$ cat config.mk
export PLATFORM = sky130hd
export DESIGN_NAME = exec_mapping_line_classifier
export DESIGN_NICKNAME = d
export VERILOG_FILES = /design/src/hdl/eml_pkg.sv /design/src/hdl/eml_path_match.sv /design/src/hdl/eml_line_parse.sv /design/src/hdl/exec_mapping_line_classifier.sv
export SDC_FILE = /design/constraint.sdc
export NUM_CORES = 1
export LEC_CHECK = 0
export BUFFER_PORTS_ARGS = -buffer_cell sky130_fd_sc_hd__buf_2
export CAP_MARGIN = 20
export CORE_MARGIN = 8
export CORE_UTILIZATION = 54
export DETAILED_ROUTE_END_ITERATION = 12
export GPL_ROUTABILITY_DRIVEN = 0
export PLACE_DENSITY = 0.77
export SKIP_CTS_REPAIR_TIMING = 1
export SYNTH_ARGS = -nofsm -noshare
export SYNTH_HDL_FRONTEND = slang
export SYNTH_HIERARCHICAL = 1
export SYNTH_SLANG_ARGS = --single-unit
$ cat constraint.sdc
create_clock -name clk_i -period 13.7 [get_ports clk_i]
set_input_delay 0.685 -clock clk_i [delete_from_list [all_inputs] [get_ports clk_i]]
set_output_delay 0.685 -clock clk_i [all_outputs]
set_load 0.01 [all_outputs]
$ cat src/hdl/eml_pkg.sv
// Shared types, constants and helper functions for the executable-mapping
// line classifier. No dependencies; every other file imports this package.
package eml_pkg;

  localparam int LINE_LIMIT = 512;
  localparam int PATH_LIMIT = 255;
  localparam int COL_W      = $clog2(LINE_LIMIT);
  localparam int PLEN_W     = $clog2(PATH_LIMIT + 1);

  localparam int IN_W  = 8;
  localparam int RES_W = 64 + 64 + 32 + 1 + 16;
  localparam int OUT_W = ((RES_W + 7) / 8) * 8;

  localparam logic [7:0] CH_NUL   = 8'd0;
  localparam logic [7:0] CH_NL    = 8'd10;
  localparam logic [7:0] CH_LX    = "x";
  localparam logic [7:0] CH_UX    = "X";
  localparam logic [7:0] CH_DASH  = "-";
  localparam logic [7:0] CH_SLASH = "/";

  // excluded path prefixes, left-justified, zero padded
  localparam int EXCL_N   = 7;
  localparam int EXCL_MAX = 10;
  localparam logic [EXCL_MAX*8-1:0] EXCL_PAT [EXCL_N] = '{
    {"[vdso]",    32'h0},
    {"[vvar]",    32'h0},
    {"[vectors]",  8'h0},
    {"[vsyscall]"},
    {"[uprobes]",  8'h0},
    {"[jit]",     40'h0},
    {"[anon:",    32'h0}
  };
  localparam logic [3:0] EXCL_LEN [EXCL_N] = '{
    4'd6, 4'd6, 4'd9, 4'd10, 4'd9, 4'd5, 4'd6
  };

  localparam int MEMFD_LEN = 6;
  localparam logic [MEMFD_LEN*8-1:0] MEMFD_PAT = "memfd:";
  localparam int DEL_LEN = 9;
  localparam logic [DEL_LEN*8-1:0] DEL_PAT = "(deleted)";

  typedef enum logic [16:0] {
    PH_S_PRE    = 17'h00001,
    PH_S_ZERO   = 17'h00002,
    PH_S_DIG    = 17'h00004,
    PH_E_PRE    = 17'h00008,
    PH_E_ZERO   = 17'h00010,
    PH_E_DIG    = 17'h00020,
    PH_P_PRE    = 17'h00040,
    PH_PERM     = 17'h00080,
    PH_K1_PRE   = 17'h00100,
    PH_K1       = 17'h00200,
    PH_K2_PRE   = 17'h00400,
    PH_K2       = 17'h00800,
    PH_K3_PRE   = 17'h01000,
    PH_K3       = 17'h02000,
    PH_PATH_PRE = 17'h04000,
    PH_PATH     = 17'h08000,
    PH_FAIL     = 17'h10000
  } phase_e;

  typedef struct packed {
    logic       clr;
    logic       push;
    logic [7:0] chr;
  } path_ctl_t;

  typedef struct packed {
    logic excluded;
    logic plain_named;   // non-empty path that starts with '/' and has no marker
    logic memfd;
  } path_sts_t;

  typedef struct packed {
    logic [15:0] finding_index;
    logic        is_memfd;
    logic [31:0] perms_text;
    logic [63:0] end_addr;
    logic [63:0] start_addr;
  } result_t;

  function automatic logic is_ws(input logic [7:0] c);
    return (c == 8'd32) || (c == 8'd9) || (c == 8'd11) || (c == 8'd12) || (c == 8'd13);
  endfunction

  // {valid, nibble}
  function automatic logic [4:0] hex_dec(input logic [7:0] c);
    logic [4:0] r;
    r = '0;
    if (c >= "0" && c <= "9") begin
      r = {1'b1, 4'(c - "0")};
    end else if (c >= "a" && c <= "f") begin
      r = {1'b1, 4'(c - "a" + 8'd10)};
    end else if (c >= "A" && c <= "F") begin
      r = {1'b1, 4'(c - "A" + 8'd10)};
    end
    return r;
  endfunction

  function automatic logic [7:0] memfd_char(input logic [2:0] i);
    return MEMFD_PAT[8*(MEMFD_LEN-1-int'(i)) +: 8];
  endfunction

  function automatic logic [7:0] del_char(input logic [3:0] i);
    return DEL_PAT[8*(DEL_LEN-1-int'(i)) +: 8];
  endfunction

endpackage

$ cat src/hdl/eml_path_match.sv
// Path tracker: length, leading slash, excluded-prefix survivors and the
// memfd: / (deleted) substring matchers. Depends on eml_pkg.
module eml_path_match
  import eml_pkg::*;
(
  input  logic      clk_i,
  input  logic      rst_ni,
  input  path_ctl_t ctl_i,
  output path_sts_t sts_o
);

  logic [PLEN_W-1:0] plen_q, plen_d;
  logic              slash_q, slash_d;
  logic [EXCL_N-1:0] alive_q, alive_d;
  logic [2:0]        mprog_q, mprog_d;
  logic              mfound_q, mfound_d;
  logic [3:0]        dprog_q, dprog_d;
  logic              dfound_q, dfound_d;

  logic [3:0]        pos4;
  logic [EXCL_N-1:0] miss;
  logic [EXCL_N-1:0] hit_full;

  assign pos4 = plen_q[3:0];

  always_comb begin
    for (int k = 0; k < EXCL_N; k++) begin
      miss[k] = (plen_q < PLEN_W'(EXCL_LEN[k])) &&
                (EXCL_PAT[k][8*(EXCL_MAX-1-int'(pos4)) +: 8] != ctl_i.chr);
      hit_full[k] = alive_q[k] && (plen_q >= PLEN_W'(EXCL_LEN[k]));
    end
  end

  always_comb begin
    plen_d   = plen_q;
    slash_d  = slash_q;
    alive_d  = alive_q;
    mprog_d  = mprog_q;
    mfound_d = mfound_q;
    dprog_d  = dprog_q;
    dfound_d = dfound_q;
    if (ctl_i.clr) begin
      plen_d   = '0;
      slash_d  = 1'b0;
      alive_d  = '1;
      mprog_d  = '0;
      mfound_d = 1'b0;
      dprog_d  = '0;
      dfound_d = 1'b0;
    end else if (ctl_i.push && (plen_q < PLEN_W'(PATH_LIMIT))) begin
      if (plen_q == '0) begin
        slash_d = (ctl_i.chr == CH_SLASH);
      end
      alive_d = alive_q & ~miss;
      // "mem" is the only self-overlap in memfd:
      if (ctl_i.chr == memfd_char(mprog_q)) begin
        if (mprog_q == 3'(MEMFD_LEN - 1)) begin
          mfound_d = 1'b1;
          mprog_d  = '0;
        end else begin
          mprog_d = mprog_q + 3'd1;
        end
      end else if (mprog_q == 3'd3 && ctl_i.chr == memfd_char(3'd1)) begin
        mprog_d = 3'd2;
      end else if (ctl_i.chr == memfd_char(3'd0)) begin
        mprog_d = 3'd1;
      end else begin
        mprog_d = '0;
      end
      if (ctl_i.chr == del_char(dprog_q)) begin
        if (dprog_q == 4'(DEL_LEN - 1)) begin
          dfound_d = 1'b1;
          dprog_d  = '0;
        end else begin
          dprog_d = dprog_q + 4'd1;
        end
      end else if (ctl_i.chr == del_char(4'd0)) begin
        dprog_d = 4'd1;
      end else begin
        dprog_d = '0;
      end
      plen_d = plen_q + PLEN_W'(1);
    end
  end

  always_ff @(posedge clk_i or negedge rst_ni) begin
    if (!rst_ni) begin
      plen_q   <= '0;
      slash_q  <= 1'b0;
      alive_q  <= '1;
      mprog_q  <= '0;
      mfound_q <= 1'b0;
      dprog_q  <= '0;
      dfound_q <= 1'b0;
    end else begin
      plen_q   <= plen_d;
      slash_q  <= slash_d;
      alive_q  <= alive_d;
      mprog_q  <= mprog_d;
      mfound_q <= mfound_d;
      dprog_q  <= dprog_d;
      dfound_q <= dfound_d;
    end
  end

  assign sts_o.excluded    = |hit_full;
  assign sts_o.plain_named = (plen_q != '0) && slash_q && !mfound_q && !dfound_q;
  assign sts_o.memfd       = mfound_q;

endmodule

$ cat src/hdl/eml_line_parse.sv
// Per-byte line parser: address, permission and field phases, the finding
// counter and the report decision at line end. Depends on eml_pkg, eml_path_match.
module eml_line_parse
  import eml_pkg::*;
(
  input  logic        clk_i,
  input  logic        rst_ni,
  input  logic        step_i,
  input  logic [7:0]  byte_i,
  input  logic [15:0] max_findings_i,
  output logic        hit_o,
  output result_t     res_o
);

  phase_e           phase_q, phase_d;
  logic [COL_W-1:0] col_q, col_d;
  logic [63:0]      start_q, start_d;
  logic [63:0]      end_q, end_d;
  logic [31:0]      perm_q, perm_d;
  logic [2:0]       pcnt_q, pcnt_d;
  logic             exec_q, exec_d;
  logic [15:0]      fcnt_q, fcnt_d;

  path_ctl_t path_ctl;
  path_sts_t path_sts;

  logic       ws;
  logic [4:0] hx;
  logic       hv;
  logic [3:0] hval;
  logic       line_end;
  logic       phase_ok;
  logic       report;

  assign ws       = is_ws(byte_i);
  assign hx       = hex_dec(byte_i);
  assign hv       = hx[4];
  assign hval     = hx[3:0];
  assign line_end = (byte_i == CH_NL) || (byte_i == CH_NUL);

  // permission word reached and line not failed
  assign phase_ok = !(phase_q == PH_S_PRE || phase_q == PH_S_ZERO || phase_q == PH_S_DIG ||
                      phase_q == PH_E_PRE || phase_q == PH_E_ZERO || phase_q == PH_E_DIG ||
                      phase_q == PH_P_PRE || phase_q == PH_FAIL);

  assign report = phase_ok && exec_q && !path_sts.excluded && !path_sts.plain_named &&
                  (fcnt_q < max_findings_i);

  eml_path_match u_path (
    .clk_i  (clk_i),
    .rst_ni (rst_ni),
    .ctl_i  (path_ctl),
    .sts_o  (path_sts)
  );

  always_comb begin
    phase_d       = phase_q;
    col_d         = col_q;
    start_d       = start_q;
    end_d         = end_q;
    perm_d        = perm_q;
    pcnt_d        = pcnt_q;
    exec_d        = exec_q;
    fcnt_d        = fcnt_q;
    path_ctl.clr  = 1'b0;
    path_ctl.push = 1'b0;
    path_ctl.chr  = byte_i;

    if (step_i && line_end) begin
      phase_d      = PH_S_PRE;
      col_d        = '0;
      start_d      = '0;
      end_d        = '0;
      perm_d       = '0;
      pcnt_d       = '0;
      exec_d       = 1'b0;
      path_ctl.clr = 1'b1;
      if (byte_i == CH_NUL) begin
        fcnt_d = '0;
      end else if (report) begin
        fcnt_d = fcnt_q + 16'd1;
      end
    end else if (step_i && (col_q < COL_W'(LINE_LIMIT - 1))) begin
      col_d = col_q + COL_W'(1);
      unique case (phase_q)
        PH_S_PRE, PH_E_PRE: begin
          if (!ws) begin
            if (!hv) begin
              phase_d = PH_FAIL;
            end else if (phase_q == PH_S_PRE) begin
              start_d = 64'(hval);
              phase_d = (hval == 4'd0) ? PH_S_ZERO : PH_S_DIG;
            end else begin
              end_d   = 64'(hval);
              phase_d = (hval == 4'd0) ? PH_E_ZERO : PH_E_DIG;
            end
          end
        end
        PH_S_ZERO, PH_S_DIG: begin
          if (phase_q == PH_S_ZERO && (byte_i == CH_LX || byte_i == CH_UX)) begin
            phase_d = PH_S_DIG;
          end else if (hv) begin
            start_d = {start_q[59:0], hval};
            phase_d = PH_S_DIG;
          end else if (byte_i == CH_DASH) begin
            phase_d = PH_E_PRE;
          end else begin
            phase_d = PH_FAIL;
          end
        end
        PH_E_ZERO, PH_E_DIG: begin
          if (phase_q == PH_E_ZERO && (byte_i == CH_LX || byte_i == CH_UX)) begin
            phase_d = PH_E_DIG;
          end else if (hv) begin
            end_d   = {end_q[59:0], hval};
            phase_d = PH_E_DIG;
          end else if (ws) begin
            phase_d = PH_P_PRE;
          end else begin
            // non-hex glued to the end address opens the permission word
            perm_d  = {24'd0, byte_i};
            pcnt_d  = 3'd1;
            exec_d  = (byte_i == CH_LX);
            phase_d = PH_PERM;
          end
        end
        PH_P_PRE: begin
          if (!ws) begin
            perm_d  = {24'd0, byte_i};
            pcnt_d  = 3'd1;
            exec_d  = (byte_i == CH_LX);
            phase_d = PH_PERM;
          end
        end
        PH_PERM: begin
          if (ws) begin
            phase_d = PH_K1_PRE;
          end else if (pcnt_q < 3'd7) begin
            if (pcnt_q < 3'd4) begin
              perm_d[{pcnt_q[1:0], 3'b000} +: 8] = byte_i;
            end
            if (byte_i == CH_LX) begin
              exec_d = 1'b1;
            end
            pcnt_d = pcnt_q + 3'd1;
          end else begin
            phase_d = PH_K1;
          end
        end
        PH_K1_PRE: if (!ws) phase_d = PH_K1;
        PH_K1:     if (ws)  phase_d = PH_K2_PRE;
        PH_K2_PRE: if (!ws) phase_d = PH_K2;
        PH_K2:     if (ws)  phase_d = PH_K3_PRE;
        PH_K3_PRE: if (!ws) phase_d = PH_K3;
        PH_K3:     if (ws)  phase_d = PH_PATH_PRE;
        PH_PATH_PRE: begin
          if (!ws) begin
            phase_d       = PH_PATH;
            path_ctl.push = 1'b1;
          end
        end
        PH_PATH: begin
          path_ctl.push = 1'b1;
        end
        PH_FAIL: begin
          phase_d = PH_FAIL;
        end
        default: begin
          phase_d = PH_FAIL;
        end
      endcase
    end
  end

  always_ff @(posedge clk_i or negedge rst_ni) begin
    if (!rst_ni) begin
      phase_q <= PH_S_PRE;
      col_q   <= '0;
      start_q <= '0;
      end_q   <= '0;
      perm_q  <= '0;
      pcnt_q  <= '0;
      exec_q  <= 1'b0;
      fcnt_q  <= '0;
    end else begin
      phase_q <= phase_d;
      col_q   <= col_d;
      start_q <= start_d;
      end_q   <= end_d;
      perm_q  <= perm_d;
      pcnt_q  <= pcnt_d;
      exec_q  <= exec_d;
      fcnt_q  <= fcnt_d;
    end
  end

  assign hit_o               = step_i && line_end && report;
  assign res_o.start_addr    = start_q;
  assign res_o.end_addr      = end_q;
  assign res_o.perms_text    = perm_q;
  assign res_o.is_memfd      = path_sts.memfd;
  assign res_o.finding_index = fcnt_q;

endmodule

$ cat src/hdl/exec_mapping_line_classifier.sv
// Top level of the executable-mapping line classifier: input beat register,
// result register, max_findings register. Depends on eml_pkg, eml_line_parse.
//
//  channel   dir  width  contents
//  s_axis    in     8    tdata[7:0] text_byte
//  m_axis    out  184    tdata: start_addr, end_addr, perms_text, is_memfd, finding_index
//  cfg       in    16    max_findings, written when cfg_we_i is high
//
// One byte per cycle while the output is not stalled; a result leaves through the
// input register, then the result register, after the line-end byte is accepted.
// Reset clears all parser state and sets max_findings to 16; no clearing pass.
// An output stall holds the result and one byte in the input register, then
// drops s_axis_tready.
module exec_mapping_line_classifier
  import eml_pkg::*;
(
  input  logic             clk_i,
  input  logic             rst_ni,
  input  logic             s_axis_tvalid,
  output logic             s_axis_tready,
  input  logic [IN_W-1:0]  s_axis_tdata,   // [7:0] text_byte
  output logic             m_axis_tvalid,
  input  logic             m_axis_tready,
  // [63:0] start_addr, [127:64] end_addr, [159:128] perms_text,
  // [160] is_memfd, [176:161] finding_index, [183:177] zero
  output logic [OUT_W-1:0] m_axis_tdata,
  input  logic             cfg_we_i,
  input  logic [15:0]      cfg_wdata_i
);

  logic        in_vld_q, in_vld_d;
  logic [7:0]  in_byte_q;
  logic        out_vld_q, out_vld_d;
  result_t     out_q;
  logic [15:0] max_q, max_d;

  logic    adv;
  logic    hit;
  result_t res;

  assign adv           = in_vld_q && (!out_vld_q || m_axis_tready);
  assign s_axis_tready = !in_vld_q || adv;

  eml_line_parse u_parse (
    .clk_i          (clk_i),
    .rst_ni         (rst_ni),
    .step_i         (adv),
    .byte_i         (in_byte_q),
    .max_findings_i (max_q),
    .hit_o          (hit),
    .res_o          (res)
  );

  always_comb begin
    in_vld_d = in_vld_q;
    if (s_axis_tvalid && s_axis_tready) begin
      in_vld_d = 1'b1;
    end else if (adv) begin
      in_vld_d = 1'b0;
    end
    out_vld_d = out_vld_q;
    if (adv && hit) begin
      out_vld_d = 1'b1;
    end else if (m_axis_tready) begin
      out_vld_d = 1'b0;
    end
    max_d = cfg_we_i ? cfg_wdata_i : max_q;
  end

  always_ff @(posedge clk_i or negedge rst_ni) begin
    if (!rst_ni) begin
      in_vld_q  <= 1'b0;
      out_vld_q <= 1'b0;
      max_q     <= 16'd16;
    end else begin
      in_vld_q  <= in_vld_d;
      out_vld_q <= out_vld_d;
      max_q     <= max_d;
    end
  end

  always_ff @(posedge clk_i) begin
    if (s_axis_tvalid && s_axis_tready) begin
      in_byte_q <= s_axis_tdata[7:0];
    end
    if (adv && hit) begin
      out_q <= res;
    end
  end

  assign m_axis_tvalid = out_vld_q;
  assign m_axis_tdata  = {(OUT_W - RES_W)'(0), out_q};

endmodule

==> results of run 1 <==
[metrics by stage]
stage | utilization | cells | instance area (sq um) | setup slack, ns
floorplan | - | 1814 | 19700 | 1.86
global placement | 0.579 | 2400 | 21000 | 7.78
detailed placement | 0.580 | 2402 | 21000 | 7.59
CTS | 0.621 | 2484 | 22500 | 7.54
global route | 0.621 | 2484 | 22500 | 6.94
finish | 0.621 | 2484 | 22500 | 7.47
[power breakdown]
part / internal [mW] / switching (mW)
Sequential: 1.40 / 0.0323
Clock: 0.718 / 0.505
Combinational: 0.0912 / 0.148
Total: 2.21 / 0.685
[registers in the layout (all words and copies together) (netlist names), 3 cells and up]
register,flops
m_axis_tdata,177
u_parse/end_q,64
u_parse/start_q,64
u_parse/perm_q,32
u_parse/phase_q,17
max_q,16
u_parse/fcnt_q,16
u_parse/col_q,9
in_byte_q,8
u_parse/u_path/plen_q,8
u_parse/u_path/alive_q,7
u_parse/u_path/dprog_q,4
u_parse/pcnt_q,3
u_parse/u_path/mprog_q,3
[layer usage]
metal / GRT usage / wire length (microns) / up-vias
met5: 0 / 0 / -
met4: 0.0715 / 1180 / 0
met3: 0.0405 / 3430 / 87
met2: 0.346 / 22000 / 610
met1: 0.266 / 18700 / 6899
li1: - / - / 6682
[cell usage in the layout, fill, tap and decap left out, types with 8 or more instances in the layout]
master / count
a22o_1: 10
nand2b_1: 15
and3_1: 11
clkbuf_1: 9
buf_2: 208
o211ai_1: 9
nand2_1: 356
nand3_1: 106
clkbuf_16: 44
edfxtp_1: 185
mux2i_1: 49
nor2b_1: 16
a21oi_1: 71
a31oi_1: 10
inv_1: 78
mux2_2: 9
nor3_1: 17
ha_1: 40
o21ai_0: 113
dfstp_2: 9
xor2_1: 28
nand4_1: 21
or3_1: 21
nor4_1: 12
o31ai_1: 9
or2_2: 9
xnor2_1: 32
nor3b_1: 8
dfrtp_1: 240
mux2_4: 10
buf_4: 20
o22ai_1: 8
or4_1: 8
nand3b_1: 10
nor2_1: 65
[area by class of cell]
type | count | share of cell area
Timing Repair Buffer | 229 | 0.0536
Multi-Input combinational cell | 1190 | 0.317
Clock buffer | 57 | 0.0529
Clock inverter | 25 | 0.0133
Sequential cell | 434 | 0.524
Tap cell | 468 | 0.0260
Inverter | 81 | 0.0135
[worst max path at each step]
stage	start	endpoint	slack [ns]	cells after the start
3_5_place_dp	u_parse/u_path/plen_q[1]$_DFFE_PN0P_	m_axis_tdata[63]$_DFFE_PP_	7.59	17
3_3_place_gp	u_parse/u_path/plen_q[1]$_DFFE_PN0P_	m_axis_tdata[60]$_DFFE_PP_	7.78	17
6_report	u_parse/u_path/plen_q[1]$_DFFE_PN0P_	m_axis_tdata[63]$_DFFE_PP_	7.47	17
5_1_grt	u_parse/u_path/plen_q[1]$_DFFE_PN0P_	m_axis_tdata[63]$_DFFE_PP_	6.94	17
2_1_floorplan	u_parse/u_path/plen_q[4]$_DFFE_PN0P_	m_axis_tdata[0]$_DFFE_PP_	1.86	16
4_1_cts	u_parse/u_path/plen_q[1]$_DFFE_PN0P_	m_axis_tdata[63]$_DFFE_PP_	7.54	17
[worst register-to-register path, cell delays in order (launching register included)]
cell and delay (ns):
dfrtp_1 0.94, clkinv_1 0.58, ha_1 0.34, nand2b_1 0.15, o21ai_0 0.15, a21oi_1 0.09
a221oi_1 0.23, o21ai_0 0.17, nor4b_1 0.49, o211ai_1 0.16, a31oi_1 0.16, o21ai_0 0.10
or4_4 0.68, inv_1 0.10, nand2_1 0.10, nor2b_4 0.18, buf_4 0.45, buf_4 0.76
[kinds of logic after synthesis]
| kind of cell | Yosys count |
|---|---|
| multiplexers | 68 |
| other | 1 |
| buffers and inverters | 190 |
| adder cells (fa/ha/maj) | 41 |
| flip-flops | 434 |
| AND/OR/NAND/NOR | 715 |
| AO/OA/AOI/OAI | 299 |
| XOR/XNOR | 60 |
==> impl_metrics.toml, run 1 <==
[sta]
hold_viol = 0
slew_headroom = 0.303
fin_worst_skew_ns = 0.0167
rsz0062_at_grt = "false"
fmax_ghz = 0.161
min_period_ns = 6.23
fin_crit_sh = 0.455
final_max_slew_viol_count = 0
holdWs_ns = 0.215
worst_pin_slew_ns = 1.05
finalSetupTns_ns = 0
setup_viol = 0

[route]
drc = 0
first_pass_iters = 6
vias_per_cell = 5.75
drt_iter0_markers = 1660
wl_mm = 45.2
vias = 14300
wire_per_inst_microns = 18.2
drtAntennaViolNets = 0

[cells_and_area]
multi_input_area_sq_um = 7120
area_growth_pct = 14.2
antenna_cells = 0
layout.nets = 2049
regArea_sq_um = 11800
drive_above_1_share = 0.181
fillCellCount = 2828

[synth]
yosys.area.top_type = "dfrtp_1"
synth_compound_area_frac = 0.0953
ys_top_cells_by_count = "nand2_1 (356), dfrtp_1 (240), edfxtp_1 (185)"
yosys.area_share.simple = 0.173
syn_inst = 1808
ys_types = 91
ys_async_sr_fraction = 0.574
yosys-top-cells-area = "dfrtp_1 (30%), edfxtp_1 (28%), nand2_1 (6.8%)"
synth_edf_count = 185
yosys.area.top_type_share = 0.305
synth_mux_area_frac = 0.0376
syn-mean-instance-area_sq_um = 10.9
yosysMostFrequentCell = "nand2_1"
yosysWarningCount = 6
synthFlopType = "dfrtp_1"
synth_seq_area_share = 0.598
synth-seq-cells = 434
synth_adder_area_share = 0.0259
synth_area_sq_um = 19700
synth_top_family_by_area = "simple AND/OR/NAND/NOR gates"
synthXorXnorAreaFrac = 0.0267

[floorplan]
start_util = 0.544
die-width_microns = 207
ios = 215
die_area_sq_um = 42900
num_rows = 70
die_h_microns = 207
core-area_sq_um = 36300

[clocking]
clockBufferDepth = 3
h-tree-depth = 2
clock_latency_ns = 0.57
cts_root_buf = "clkbuf_16"
numCtsBuffers = 44
cts_tree = "done"
path_clk_slew_ns = 0.06
clkSinkCount = 434

[power_and_ir_drop]
power.leakage_nw = 10.5
power_density_nw_per_um2 = 128
power.total_mw = 2.89
irDropWorstVdd_mv = 0.0951

[global_route]
grt.overflow.total = 0
grt_antenna_before_repair = 0
grt_pass1_wl_mm = 74.0
grt_max_degree = 126
grt_pass1_vias = 14100
grtUsageTotal = 0.206

[worst_setup_path]
path_cells = "clkinv_1, ha_1, nand2b_1, o21ai_0, a21oi_1, a221oi_1, o21ai_0, nor4b_1, o211ai_1, a31oi_1, o21ai_0, or4_4, inv_1, nand2_1, nor2b_4, buf_4, buf_4"
cp_common_cell = "o21ai_0"
crit_required_ns = 13.89
end_kind = "flip-flop"
cp-start-kind = "flip-flop"
arrival_ns = 6.42
slowest_delay_ns = 0.94
path_buf_inv = 4
rrSetupSlack_ns = 7.47
critPathKind = "flip-flop to flip-flop"
cp_max_fo = 60
timing.rr.start = "u_parse/u_path/plen_q[1]$_DFFE_PN0P_"
r2r.worst_path.cells = 17
timing.rr.end = "m_axis_tdata[63]$_DFFE_PP_"
cp_top_family = "buffers and inverters"
slowest_stage = "dfrtp_1"

[placement]
port_buffers = 207
dp_hpwl_mm = 29.5

[worst_hold_path]
hold_class = "input port to asynchronous set/reset pin"

[status]
status = "complete, no violations"

[flow_run]
drv_cap = 0
Power figures use the tool's default switching activity.
==> inputs of run 2 (changes only) <==
clock period = 6.34 ns   (was 13.7 ns; I/O delays follow)
==> run 2 against run 1 <==
Total power is 110% higher. Via count up 0.62%. Fmax rose by 22%. Clock skew is 0.0027 ns higher. Cell count grew 0.48%. Register-to-register slack got worse by 6.2 ns. Non-clock buffer count increased by 14. Setup slack lost 6.2 ns. Wire length grew 0.67%. Sequential cell count is the same. First-iteration DRC count decreased by 2.2%. Hold slack worse by 0.20 ns.
==> impl_metrics.toml, run 2 (synthesis gave the netlist of run 1 again) <==
[worst_hold_path]
hold_class = "input port to flip-flop"

[clocking]
cts_tree = "done"
clkSinkCount = 434
numCtsBuffers = 43
h-tree-depth = 2
path_clk_slew_ns = 0.06
cts_root_buf = "clkbuf_16"
clockBufferDepth = 3
clock_latency_ns = 0.55

[power_and_ir_drop]
power_density_nw_per_um2 = 267
irDropWorstVdd_mv = 0.231
power.total_mw = 6.03
clkPwrFrac = 0.400
power_frac_seq = 0.513
power.internal_mw = 4.61
power.switching_mw = 1.41
swShare = 0.235
comb_power_share = 0.087
power.leakage_nw = 10.5

[route]
vias_per_cell = 5.76
vias = 14400
dr_wl_met2_mm = 22.3
wl_mm = 45.6
highest_layer = "met4"
wl_met1_mm = 19.0
first_pass_iters = 5
drt_iter0_markers = 1624
drtAntennaViolNets = 0
drc = 0
routed-wl-met3_mm = 2.78
wire_per_inst_microns = 18.2

[sta]
min_period_ns = 5.08
final_max_slew_viol_count = 0
worst_pin_slew_ns = 1.06
rsz0062_at_grt = "false"
fin_crit_sh = 0.802
fin_worst_skew_ns = 0.0194
finalSetupTns_ns = 0
final.setup.worst_slack_ns = 1.26
slew_headroom = 0.286
hold_viol = 0
setup_viol = 0
fmax_ghz = 0.197

[floorplan]
die_area_sq_um = 42900
ios = 215
num_rows = 70
die-width_microns = 207
die_h_microns = 207
core-area_sq_um = 36300
start_util = 0.544

[cells_and_area]
final_common_cell = "nand2_1"
layout.nets = 2062
area_growth_pct = 14.4
antenna_cells = 0
regArea_sq_um = 11800
multi_input_area_sq_um = 7130
fin_cells = 2496
fillCellCount = 2797
drive_above_1_share = 0.178
final_cell_mix = "nand2_1 (356), dfrtp_1 (240), buf_2 (206)"
largest_register_ffs = 177

[global_route]
grt_max_degree = 126
grt_pass1_wl_mm = 73.5
grt.overflow.total = 0
grt_antenna_before_repair = 0
grtUsageTotal = 0.205
grt_pass1_vias = 14100

[worst_setup_path]
end_kind = "flip-flop"
critPathKind = "flip-flop to flip-flop"
cp-start-kind = "flip-flop"
arrival_ns = 5.25
cp_max_fo = 123
crit_required_ns = 6.51

[placement]
pre_cts_ws_ns = 1.39
dp_hpwl_mm = 29.7
port_buffers = 207
placedCellCount = 2404

[status]
status = "complete, no violations"

[flow_run]
drv_cap = 0
[run 2: changes by cell type in the layout (fill, tap and decap cells not counted), moves of 2 or more]
cell,before,now
buf_2,208,206
dlygate4sd3_1,0,11
buf_12,0,2
clkbuf_1,9,18
clkinv_1,7,4
inv_8,2,0
bufinv_16,5,1
[run 2: layout make-up]
class,count,share of cell area
flip-flops and latches,434,0.523
multi-input cells,1190,0.316
repair buffers,243,0.0617
clock buffers,67,0.0549
well taps,468,0.0260
inverters,81,0.0135
clock inverters,13,0.00472
[run 2: per-layer routing]
layer / GRT usage / vias to the layer above
li1: - / 6714
met2: 0.344 / 567
met3: 0.0346 / 110
met4: 0.0781 / 0
met1: 0.264 / 6975
met5: 0 / -
[run 2: final timing paths]
path	start	cells past startpoint	slack [ns]	to
min in group asynchronous	rst_ni	2	0.45	u_parse/end_q[34]$_DFFE_PN0P_
worst max register to register	u_parse/u_path/plen_q[0]$_DFFE_PN0P_	16	1.26	m_axis_tdata[23]$_DFFE_PP_
worst min-delay path	cfg_wdata_i[1]	2	0.01	max_q[1]$_DFFE_PN0P_
worst max-delay path	u_parse/u_path/plen_q[0]$_DFFE_PN0P_	16	1.26	m_axis_tdata[23]$_DFFE_PP_
worst min register to register	u_parse/perm_q[18]$_DFFE_PN0P_	0	0.45	m_axis_tdata[146]$_DFFE_PP_
max in group asynchronous	rst_ni	3	4.55	u_parse/start_q[23]$_DFFE_PN0P_
[run 2: metrics by stage]
stage	hold WS [ns]	cell area, sq um	util
3_3_place_gp	0.431	21100	0.581
5_1_grt	0.00650	22600	0.622
4_1_cts	-0.105	22400	0.618
2_1_floorplan	0.0214	19800	-
6_report	0.0148	22600	0.622
3_5_place_dp	0.432	21100	0.581
[run 2: power by group through the flow]
stage          combinational, mW  clock, mW  sequential (mW)
2_1_floorplan              0.382          0             3.12
3_5_place_dp               0.508          0             3.14
4_1_cts                    0.513       2.46             3.09
5_1_grt                    0.589       2.56             3.10
3_3_place_gp               0.492          0             3.14
6_report                   0.527       2.41             3.09
[run 2: worst max-delay path, stage by stage, from the launching register on]
cell and delay [ns]:
dfrtp_1 0.72, inv_1 0.34, ha_1 0.25, nand2b_1 0.09, o21ai_0 0.15, a21oi_1 0.09, a221oi_1 0.25, o21ai_0 0.16
nor4b_1 0.52, o211ai_1 0.17, a31oi_1 0.18, o21ai_0 0.10, or4_4 0.68, inv_1 0.10, nand2_1 0.10, nor2b_4 0.20
buf_12 0.44
==> inputs of run 3 (changes only) <==
clock period = 4.7 ns   (was 6.34 ns; I/O delays follow)
==> run 3 against run 2 <==
Fmax rose by 18%. Clock power is 40% higher. Sequential cell count did not move. Critical path type unchanged. Global-route usage increased by 0.36 points.
==> impl_metrics.toml, run 3 (synthesis gave the netlist of run 1 again) <==
[power_and_ir_drop]
power.total_mw = 8.29
power.leakage_nw = 10.7
power_density_nw_per_um2 = 362
irDropWorstVdd_mv = 0.218

[route]
first_pass_iters = 6
drt_iter0_markers = 1525
drtAntennaViolNets = 0
wl_mm = 46.6
vias_per_cell = 5.78
wire_per_inst_microns = 18.5
vias = 14600
drc = 0

[sta]
finalSetupTns_ns = 0
holdWs_ns = 0.103
slew_headroom = 0.313
min_period_ns = 4.31
fin_crit_sh = 0.918
fmax_ghz = 0.232
worst_pin_slew_ns = 1.02
hold_viol = 0
fin_worst_skew_ns = 0.0232
rsz0062_at_grt = "false"
setup_viol = 0
final_max_slew_viol_count = 0
final.setup.worst_slack_ns = 0.386

[worst_setup_path]
end_kind = "flip-flop"
arrival_ns = 4.53
cp_max_fo = 56
slowest_delay_ns = 0.55
cp-start-kind = "flip-flop"
crit_required_ns = 4.91
slowest_stage = "or4_4"
r2r.worst_path.cells = 17
path_cells = "inv_1, ha_1, nand2b_1, o21ai_0, a21oi_1, a221oi_2, o21ai_1, nor4b_1, o211ai_1, a31oi_1, o21ai_1, or4_4, inv_2, nand2_2, nor2b_4, buf_12, buf_12"
critPathKind = "flip-flop to flip-flop"

[cells_and_area]
antenna_cells = 0
final_cell_mix = "nand2_1 (355), dfrtp_1 (240), buf_2 (206)"
layout.nets = 2087
area_growth_pct = 16.2
fin_util = 0.632
drive_above_1_share = 0.182
largest_register_ffs = 177
final_common_cell = "nand2_1"

[global_route]
grt_pass1_vias = 14200
grt_pass1_wl_mm = 74.6
grt_max_degree = 126
grt_antenna_before_repair = 0
grt.overflow.total = 0
grtUsageTotal = 0.208

[placement]
pre_cts_ws_ns = 0.467
port_buffers = 207
dp_hpwl_mm = 31.0

[floorplan]
core-area_sq_um = 36300
num_rows = 70
die_area_sq_um = 42900
start_util = 0.544
die_h_microns = 207
ios = 215
die-width_microns = 207

[clocking]
h-tree-depth = 2
clock_latency_ns = 0.54
cts_tree = "done"
clockBufferDepth = 3
cts_root_buf = "clkbuf_16"
path_clk_slew_ns = 0.06
clkSinkCount = 434
numCtsBuffers = 43

[status]
status = "complete, no violations"

[flow_run]
drv_cap = 0

[worst_hold_path]
hold_path_depth = 3
hold_class = "input port to flip-flop"
[run 3: changes by cell type in the layout (fill, tap and decap cells not counted), moves of 3 or more]
cell and change:
buf_12 +5, buf_4 +7, clkbuf_1 -4, clkbuf_8 -3
clkinv_1 +3, clkinv_4 +3, dlygate4sd3_1 +15
[run 3: layer usage]
layer / share of wire / routed length, microns / track usage
met5: 0 / 0 / 0
met4: 0.029 / 1330 / 0.0720
met2: 0.49 / 23000 / 0.350
met3: 0.065 / 3040 / 0.0355
met1: 0.41 / 19300 / 0.271
[run 3: through the flow]
stage                     cells  cell area, sq um
after floorplan            1814             19800
after detailed placement   2415             21200
final                      2520             22900
after global routing       2520             22900
after CTS                  2494             22600
after global placement     2415             21200
[run 3: critical path, delay by kind of cell (launching register included)]
family / cells / cell delay (ns)
AND/OR/NAND/NOR: 5 / 1.33
AO/OA/AOI/OAI: 7 / 1.06
buffers and inverters: 4 / 0.82
flip-flops: 1 / 0.48
adder cells (fa/ha/maj): 1 / 0.25
[run 3: where the power goes]
part	total, mW	internal, mW	switching [mW]
clock network	3.38	2.00	1.38
logic	0.725	0.285	0.441
registers	4.18	4.08	0.107
[run 3: worst paths after layout]
| kind | startpoint | end | slack (ns) |
|---|---|---|---|
| setup / recovery | u_parse/u_path/plen_q[0]$_DFFE_PN0P_ | m_axis_tdata[34]$_DFFE_PP_ | 0.39 |
| hold / removal | m_axis_tready | in_vld_q$_DFFE_PN0P_ | 0.10 |
| setup reg to reg | u_parse/u_path/plen_q[0]$_DFFE_PN0P_ | m_axis_tdata[34]$_DFFE_PP_ | 0.39 |
| hold reg to reg | u_parse/perm_q[23]$_DFFE_PN0P_ | m_axis_tdata[151]$_DFFE_PP_ | 0.45 |
| max in group asynchronous | rst_ni | u_parse/perm_q[26]$_DFFE_PN0P_ | 3.15 |
| min in group asynchronous | rst_ni | u_parse/start_q[36]$_DFFE_PN0P_ | 0.36 |
[run 3: final cells by class]
class / instances / area [sq um]
tap: 468 / 586
multi-input combinational: 1190 / 7150
timing repair buffer: 268 / 1660
clock buffer: 62 / 1230
sequential: 434 / 11800
clock inverter: 17 / 176
inverter: 81 / 312
fill: 2758 / 13400
